## config.mk

```make
export PLATFORM = sky130hd
export DESIGN_NAME = bsum_cell
export DESIGN_NICKNAME = d
export VERILOG_FILES = /design/src/design/bsum_pkg.sv /design/src/design/bsum_cell.sv
export SDC_FILE = /design/constraint.sdc
export NUM_CORES = 1
export LEC_CHECK = 0
export BUFFER_PORTS_ARGS = -buffer_cell sky130_fd_sc_hd__buf_2
export CAP_MARGIN = 20
export CORE_MARGIN = 4
export CORE_UTILIZATION = 35
export CTS_CLUSTER_SIZE = 24
export DETAILED_ROUTE_END_ITERATION = 10
export MAX_ROUTING_LAYER = met4
export PLACE_DENSITY_LB_ADDON = 0.12
export SYNTH_ARGS = -nofsm -noshare
export SYNTH_HDL_FRONTEND = slang
export SYNTH_SLANG_ARGS = --single-unit
```

## constraint.sdc

```tcl
create_clock -name clk -period 5.9 [get_ports clk]
set_clock_uncertainty 0.2 [all_clocks]
set_input_delay 1.18 -clock clk [delete_from_list [all_inputs] [get_ports clk]]
set_output_delay 1.18 -clock clk [all_outputs]
set_load 0.005 [all_outputs]
```

## src/design/bsum_pkg.sv

```systemverilog
// Shared constants and types for the 3x3 zero-padded box sum.
// No dependencies; the interfaces, the cell and the top module import this package.
package bsum_pkg;

	localparam int MAX_COLS  = 1024;
	localparam int SAMPLE_W  = 16;
	localparam int ADDR_W    = $clog2(MAX_COLS);
	localparam int ROWS_W    = 13;
	localparam int COLS_W    = ADDR_W + 1;
	localparam int COLSUM_W  = SAMPLE_W + 2;
	localparam int SUM_W     = SAMPLE_W + 4;
	localparam int CFG_W     = (ROWS_W > COLS_W) ? ROWS_W : COLS_W;
	localparam int CFG_IDX_W = 1;

	localparam int OUT_DEPTH = 4;
	localparam int OUT_PTR_W = $clog2(OUT_DEPTH);
	localparam int OUT_CNT_W = $clog2(OUT_DEPTH + 1);

	localparam logic [ROWS_W-1:0] ROWS_RESET = ROWS_W'(4);
	localparam logic [COLS_W-1:0] COLS_RESET = COLS_W'(4);

	typedef enum logic [CFG_IDX_W-1:0] {
		CFG_ROWS = 1'b0,
		CFG_COLS = 1'b1
	} cfg_idx_t;

	typedef logic signed [SAMPLE_W-1:0] sample_t;
	typedef logic signed [COLSUM_W-1:0] colsum_t;
	typedef logic signed [SUM_W-1:0]    sum_t;

	// one window column: three vertically adjacent samples
	typedef struct packed {
		sample_t top;
		sample_t mid;
		sample_t bot;
	} col_t;

endpackage

```

## src/design/bsum_cell.sv

```systemverilog
// One window cell: holds a column of three samples and its column sum.
// Depends on bsum_pkg; cells are chained so each hands its column on.
module bsum_cell (
	input  logic           clk,
	input  logic           en,
	input  logic           clr,
	input  bsum_pkg::col_t din,
	output bsum_pkg::col_t dout,
	output bsum_pkg::colsum_t sum
);
	import bsum_pkg::*;

	col_t col_q;

	always_ff @(posedge clk) begin
		if (en) begin
			col_q <= clr ? '0 : din;
		end
	end

	assign dout = col_q;
	assign sum  = COLSUM_W'(col_q.top) + COLSUM_W'(col_q.mid) + COLSUM_W'(col_q.bot);
endmodule

```

==> reports/qor.yml, run 1 <==
outcome:
  status: "finished clean"
cts:
  hold_buffers: 0
  root_buffer: "clkbuf_8"
  cts_resized: 0
  h-tree-depth: 2
  cts_buffers: 5
  clk_path_buf_depth: 2
  path_clk_slew_ps: 90
  cts_sinks: 48
  postCtsSetupRepairBufs: 0
  cts_tree: "built"
grt:
  grtUsageTotal: 0.145
  grt_pass1_wl_mm: 10.8
  antenna_found_initial: 0
  grt_max_degree: 49
  grt_remaining_overflow: 0
  grt_pass1_vias: 2183
logic_synthesis:
  synth_largest_area_cell: "edfxtp_1"
  seq_area_frac_synth: 0.493
  async_flop_share: 0
  synth_edf_count: 48
  ys_ff_latch: 48
  synth-warning-count: 0
  synth_cells: 238
  synth_top_area_share: 0.493
  yosysUniqueCellTypes: 39
  synthTopCellsByArea: "edfxtp_1 49%, fa_1 12%, nor2b_1 10%"
  avgSynthCellArea_um2: 12.3
  synth_flop_cell: "edfxtp_1"
  syn_area_mm2: 0.00292
  syn_nets: 322
layout:
  layout.nets: 437
  areaGrowthSynthToFinish_pct: 27.6
  antennaDiodeCount: 0
  layout_common_cells: "116 x buf_2, 49 x nor2b_1, 48 x edfxtp_1"
  largest_reg_flops: 48
  drive_above_1_share: 0.367
  mostFrequentLayoutCell: "buf_2"
  fin_cells: 459
  fillers: 801
  fin_area_mm2: 0.00373
sta:
  setup-tns-final_ps: 0
  hold_violations: 0
  fmax_ghz: 0.213
  post-route-min-period_ps: 4700
  tightest_slew_ps: 859
  slew_viol_final: 0
  period_share: 0.797
  rsz0062_at_grt: "false"
  maxSlewHeadroom: 0.427
  setup_violations: 0
die:
  die_w_um: 99.4
  ios: 117
  row_count: 33
  die_area_mm2: 0.00988
  core-area_mm2: 0.00818
  die_h_um: 99.4
  start_util: 0.358
place:
  dpl.cell_count: 450
  placed_cell_area_mm2: 0.00360
  dp_hpwl_mm: 5.37
  port-buffer-count: 116
  gp_congestion: 0.789
detailed_routing:
  remaining_drc_errors: 0
  firstDrtPassIters: 4
  drtIter0Drc: 92
  viasPerCell: 4.81
  via_count: 2210
  wl_per_cell_um: 14.8
  routed_wl_mm: 6.82
  ant_nets: 0
worst_setup_path:
  crit_slowest_cell: "fa_1"
  cpPeakStageDelay_ps: 500
  crit_required_ps: 4520
  path_class: "flip-flop to output port"
  crit_path_cell_trace: "fa_1 -> ha_1 -> fa_1 -> a21o_1 -> a221o_1 -> a21o_1 -> a2111oi_2 -> a311o_1 -> buf_2"
  cp.arrival_ps: 3320
  cp-end-kind: "output port"
  path_max_fanout: 4
  cp-start-kind: "flip-flop"
pwr:
  ir_worst_vdd_mv: 0.133
  total_power_w: 0.00117
  power_density_mw_per_mm2: 314
  p_leak_nw: 1.61
flow_run:
  drv_cap: 0
hold_path:
  hold_class: "primary input to flip-flop"
[final cells by class]
cell class,count,area [µm²],area share
clock inverter,2,35.0,0.00939
tap,105,131,0.0352
sequential,48,1440,0.386
inverter,9,33.8,0.00906
clock buffer,6,72.6,0.0195
timing repair buffer,117,601,0.161
multi-input combinational,172,1420,0.379
[Yosys cell counts (6+ instances only)]
cell type,number
nor2b_1,49
edfxtp_1,48
fa_1,17
ha_1,16
a21oi_1,11
inv_1,9
clkbuf_1,8
nand2_1,8
nor2_1,8
nor3_1,7
nand3_1,6
o21ai_0,6
[path summary, 6_finish.rpt]
| path | startpoint | to | depth (start not counted) |
|---|---|---|---|
| setup / recovery | dout[1] | sum[15] | 9 |
| hold / removal | din[23] | dout[23] | 2 |
[logic make-up after synthesis]
group	share of synthesized area
and+or+nand+nor	0.176
DFF	0.493
AOI/OAI and AO/OA	0.0954
adders and majority gates	0.185
buffers and inverters	0.0231
xor gates and xnor gates	0.0240
muxes	0.00342
[report_power, final]
part | total (W) | switching [W] | internal, W
Combinational | 0.000509 | 0.000269 | 0.000240
Sequential | 0.000426 | 0.0000199 | 0.000406
Clock | 0.000236 | 0.000110 | 0.000126
[metrics by stage]
stage,setup WS [ps],utilization,hold WS (ps)
after global routing,1010,0.456,948
after global placement,1550,0.441,1270
after CTS,1150,0.454,948
after detailed placement,1520,0.441,1270
final,1200,0.456,967
after floorplan,1780,-,1090
[critical path, delay by kind of cell, from the launching register on]
family | cells | cell delay [ps]
adders and majority gates | 3 | 1150
buffers and inverters | 1 | 110
AOI/OAI and AO/OA | 5 | 1340
DFF | 1 | 430
[per-layer routing]
| metal | wire (µm) | up-vias | global-route usage |
|---|---|---|---|
| met5 | 0 | - | - |
| met2 | 3260 | 71 | 0.230 |
| met1 | 3130 | 1045 | 0.188 |
| li1 | - | 1089 | - |
| met3 | 359 | 5 | 0.0337 |
| met4 | 63 | 0 | 0.0378 |
No activity file was read; power rests on OpenSTA's default activity.
==> run 2: changes to the inputs <==
Settings changed: ABC_AREA set to 1.
Clock period 5.9 ns to 4 ns, I/O delays scaled along.
==> reports/qor.yml, run 2 <==
outcome:
  status: "finished clean"
layout:
  largest_reg_flops: 48
  antennaDiodeCount: 0
  layout_common_cells: "116 x buf_2, 92 x inv_1, 82 x nand2_1"
  fin_util: 0.454
  fin_area_mm2: 0.00400
  drive_above_1_share: 0.305
  mostFrequentLayoutCell: "buf_2"
  layout.nets: 568
  areaGrowthSynthToFinish_pct: 25.1
sta:
  setup-tns-final_ps: 0
  fmax_ghz: 0.277
  slew_viol_final: 0
  period_share: 0.902
  setup_violations: 0
  tightest_slew_ps: 849
  rsz0062_at_grt: "false"
  hold_violations: 0
  post-route-min-period_ps: 3610
  maxSlewHeadroom: 0.434
pwr:
  switchingPower_w: 0.000664
  pwr-share-seq: 0.365
  p_int_w: 0.00106
  p_leak_nw: 2.17
  power_density_mw_per_mm2: 432
  combPwrFrac: 0.469
  swShare: 0.385
  ir_worst_vdd_mv: 0.162
  clkPwrFrac: 0.167
cts:
  cts_tree: "built"
  h-tree-depth: 2
  clk_path_buf_depth: 2
  cts_sinks: 48
  root_buffer: "clkbuf_8"
  cts_buffers: 5
  postCtsSetupRepairBufs: 0
  cts_resized: 0
  path_clk_slew_ps: 100
  hold_buffers: 0
die:
  die_w_um: 104
  core-area_mm2: 0.00881
  start_util: 0.363
  die_area_mm2: 0.0107
  ios: 117
  row_count: 34
  die_h_um: 104
logic_synthesis:
  synth_largest_area_cell: "edfxtp_1"
  syn_nets: 449
  synth-warning-count: 0
  synth_cells: 365
  async_flop_share: 0
  synth_top_area_share: 0.451
  ys_ff_latch: 48
  yosysUniqueCellTypes: 20
  synthTopCellsByArea: "edfxtp_1 45%, inv_1 11%, fa_1 11%"
  synth_most_common_cell: "inv_1"
  synth_edf_count: 48
  synth_flop_cell: "edfxtp_1"
  syn_area_mm2: 0.00320
  synthTopCellsByCount: "92 x inv_1, 82 x nand2_1, 56 x nor2_1"
  avgSynthCellArea_um2: 8.75
  seq_area_frac_synth: 0.451
detailed_routing:
  remaining_drc_errors: 0
  viasPerCell: 4.21
  ant_nets: 0
  via_count: 2499
  wl_per_cell_um: 12.4
  routed_wl_mm: 7.35
  firstDrtPassIters: 4
  drtIter0Drc: 63
worst_setup_path:
  path_class: "flip-flop to output port"
  cp.arrival_ps: 2610
  cp-start-kind: "flip-flop"
  crit_required_ps: 3000
  path_max_fanout: 3
  cp-end-kind: "output port"
place:
  port-buffer-count: 116
  dp_hpwl_mm: 5.97
  placed_cell_area_mm2: 0.00389
  gp_congestion: 0.840
grt:
  grtUsageTotal: 0.143
  grt_pass1_wl_mm: 12.1
  grt_pass1_vias: 2582
  grt_max_degree: 49
  grt_remaining_overflow: 0
  antenna_found_initial: 0
flow_run:
  drv_cap: 0
hold_path:
  hold_class: "primary input to flip-flop"
==> run 2: cell count changes after synthesis, sizes merged, moves of 5 or more <==
| cell | previous run | this run |
|---|---|---|
| inv | 9 | 96 |
| a21o | 5 | 0 |
| nor2b | 49 | 0 |
| clkbuf | 8 | 2 |
| o21ai | 6 | 0 |
| nand2 | 8 | 94 |
| nor2 | 8 | 56 |
==> run 2: kinds of logic after synthesis <==
group,Yosys count,share of synthesized area
compound gates,8,0.0161
fa+ha+maj,33,0.169
flops,48,0.451
simple gates,168,0.225
xor+xnor,7,0.0192
buf+inv,101,0.120
==> run 2: final timing paths <==
check                from  endpoint  depth (start not counted)
hold / removal    din[45]  dout[45]                          3
setup / recovery  dout[1]   sum[17]                         12
==> run 2: layout make-up <==
type	instances	area [µm²]
Inverter	96	360
Clock inverter	3	18.8
Sequential cell	48	1440
Tap cell	108	135
Clock buffer	5	68.8
Multi-Input combinational cell	216	1370
Fill cell	908	4810
Timing Repair Buffer	117	601
==> run 2: routing by layer <==
metal,global-route usage,vias up,share of wire
met4,0.0332,0,0.0075
met3,0.0330,5,0.055
met1,0.184,1106,0.47
met5,-,-,0
met2,0.233,65,0.47
li1,-,1323,-
==> run 2: through the flow <==
stage          worst slack, ps  instances  hold slack [ps]  total power [W]
6_report                   393        593              574          0.00173
3_5_place_dp               721        584              887          0.00146
4_1_cts                    358        592              563          0.00175
5_1_grt                    198        593              564          0.00189
2_1_floorplan              938        365              712          0.00116
3_3_place_gp               754        584              879          0.00145
==> run 2: critical path, stage by stage, from the launching register on <==
cell and delay (ps):
edfxtp_1 430, fa_1 490, ha_1 240, fa_1 410, nand2_1 130, nand2_4 70
nand3_1 100, nand2_2 80, nand2_1 80, nand2_1 50, nand2_1 50, nand2_1 40
buf_2 120
==> run 2: power groups by stage <==
| stage | clock [W] | combinational [W] | sequential [W] |
|---|---|---|---|
| after floorplan | 0 | 0.000513 | 0.000643 |
| after global routing | 0.000324 | 0.000930 | 0.000635 |
| after CTS | 0.000301 | 0.000821 | 0.000631 |
| after detailed placement | 0 | 0.000816 | 0.000642 |
| after global placement | 0 | 0.000811 | 0.000640 |
| final | 0.000288 | 0.000808 | 0.000629 |
==> run 3: changes to the inputs <==
Settings changed: CORE_ASPECT_RATIO set to 1.4, PLACE_DENSITY_LB_ADDON 0.12 to unset.
==> reports/qor.yml, run 3 (synthesis results as in run 2) <==
layout:
  drive_above_1_share: 0.304
  mostFrequentLayoutCell: "buf_2"
  layout.nets: 567
  antennaDiodeCount: 0
  fin_cells: 591
  areaGrowthSynthToFinish_pct: 26.9
  largest_reg_flops: 48
  layout_common_cells: "116 x buf_2, 92 x inv_1, 82 x nand2_1"
worst_setup_path:
  cpMostUsedCell: "nand2_1"
  cpPeakStageDelay_ps: 500
  crit_cells: 12
  path_max_fanout: 3
  path_class: "flip-flop to output port"
  crit_required_ps: 3000
  cp.arrival_ps: 2590
  cp_top_family: "adder cells"
  crit_path_cell_trace: "fa_1 -> ha_1 -> fa_1 -> nand2_1 -> nand2_4 -> nand3_1 -> nand2_2 -> nand2_1 -> nand2_1 -> nand2_1 -> nand2_1 -> buf_2"
  crit_slowest_cell: "fa_1"
  worst-path-buf-inv: 1
  cp-end-kind: "output port"
  cp-start-kind: "flip-flop"
sta:
  hold_violations: 0
  maxSlewHeadroom: 0.302
  post-route-min-period_ps: 3590
  setup_violations: 0
  rsz0062_at_grt: "false"
  tightest_slew_ps: 1050
  period_share: 0.899
  slew_viol_final: 0
  setup-tns-final_ps: 0
  fmax_ghz: 0.278
hold_path:
  min_to: "dout[45]"
  worstHoldPathCells: 3
  hold_class: "primary input to flip-flop"
  hp-start: "din[45]"
cts:
  cts_buffers: 5
  postCtsSetupRepairBufs: 0
  h-tree-depth: 2
  hold_buffers: 0
  cts_tree: "built"
  cts_sinks: 48
  cts_resized: 0
  root_buffer: "clkbuf_16"
  path_clk_slew_ps: 60
  clk_path_buf_depth: 2
grt:
  antenna_found_initial: 0
  grt_max_degree: 49
  grtUsageTotal: 0.144
  grt_remaining_overflow: 0
  grt_pass1_vias: 2557
  grt_pass1_wl_mm: 11.7
place:
  gp_congestion: 0.849
  port-buffer-count: 116
  dpl.cell_count: 583
  dp_hpwl_mm: 6.10
die:
  core-area_mm2: 0.00898
  ios: 117
  start_util: 0.356
  die_h_um: 121
  row_count: 41
  die_area_mm2: 0.0107
  die_w_um: 88.8
pwr:
  ir_worst_vdd_mv: 0.272
  power_density_mw_per_mm2: 466
  p_leak_nw: 2.20
detailed_routing:
  routed_wl_mm: 7.18
  remaining_drc_errors: 0
  via_count: 2530
  drtIter0Drc: 58
  wl_per_cell_um: 12.1
  firstDrtPassIters: 4
  ant_nets: 0
  viasPerCell: 4.28
outcome:
  status: "finished clean"
flow_run:
  drv_cap: 0
==> run 3: cell count changes in the layout (fill, tap and decap cells not counted), sizes merged <==
cell / change
buf: -1
clkinvlp: -2
clkinv: +1
bufinv: +1
==> run 3: area by class of cell <==
cell class	instances	area, µm²
clock buffer	5	125
clock inverter	3	42.5
fill	882	4920
inverter	96	360
multi-input combinational	216	1370
sequential	48	1440
tap	107	134
timing repair buffer	116	581
==> run 3: how the worst max path moves through the flow <==
stage          startpoint       to  slack, ps
2_1_floorplan     dout[1]  sum[17]        940
3_3_place_gp      dout[1]  sum[17]        730
3_5_place_dp      dout[1]  sum[17]        670
4_1_cts           dout[1]  sum[17]        350
5_1_grt           dout[1]  sum[17]        220
6_report          dout[1]  sum[17]        410
==> run 3: per-layer routing <==
| metal | wire [µm] | track usage |
|---|---|---|
| met1 | 2900 | 0.169 |
| met2 | 3830 | 0.255 |
| met3 | 348 | 0.0177 |
| met4 | 98 | 0.0435 |
| met5 | 0 | - |
==> run 3: stage by stage <==
step	hold slack (ps)	util	power (W)	setup WS, ps	instance area [µm²]
final	596	0.452	0.00189	405	4060
after floorplan	712	-	0.00116	938	3200
after detailed placement	888	0.433	0.00146	671	3890
after CTS	590	0.452	0.00193	348	4060
after global routing	596	0.452	0.00205	218	4060
after global placement	881	0.433	0.00145	730	3890
==> run 3: tightest hold or removal path, delay by kind of cell <==
kind                   cells  cell delay, ps
AND/OR/NAND/NOR            1              60
buffers and inverters      2             100
==> run 3: report_power, final <==
group          internal [W]  total, W  switching [W]  leakage [nW]
combinational      0.000338  0.000798       0.000459          1.66
clock              0.000293  0.000461       0.000168        0.0814
sequential         0.000601  0.000631      0.0000302         0.463
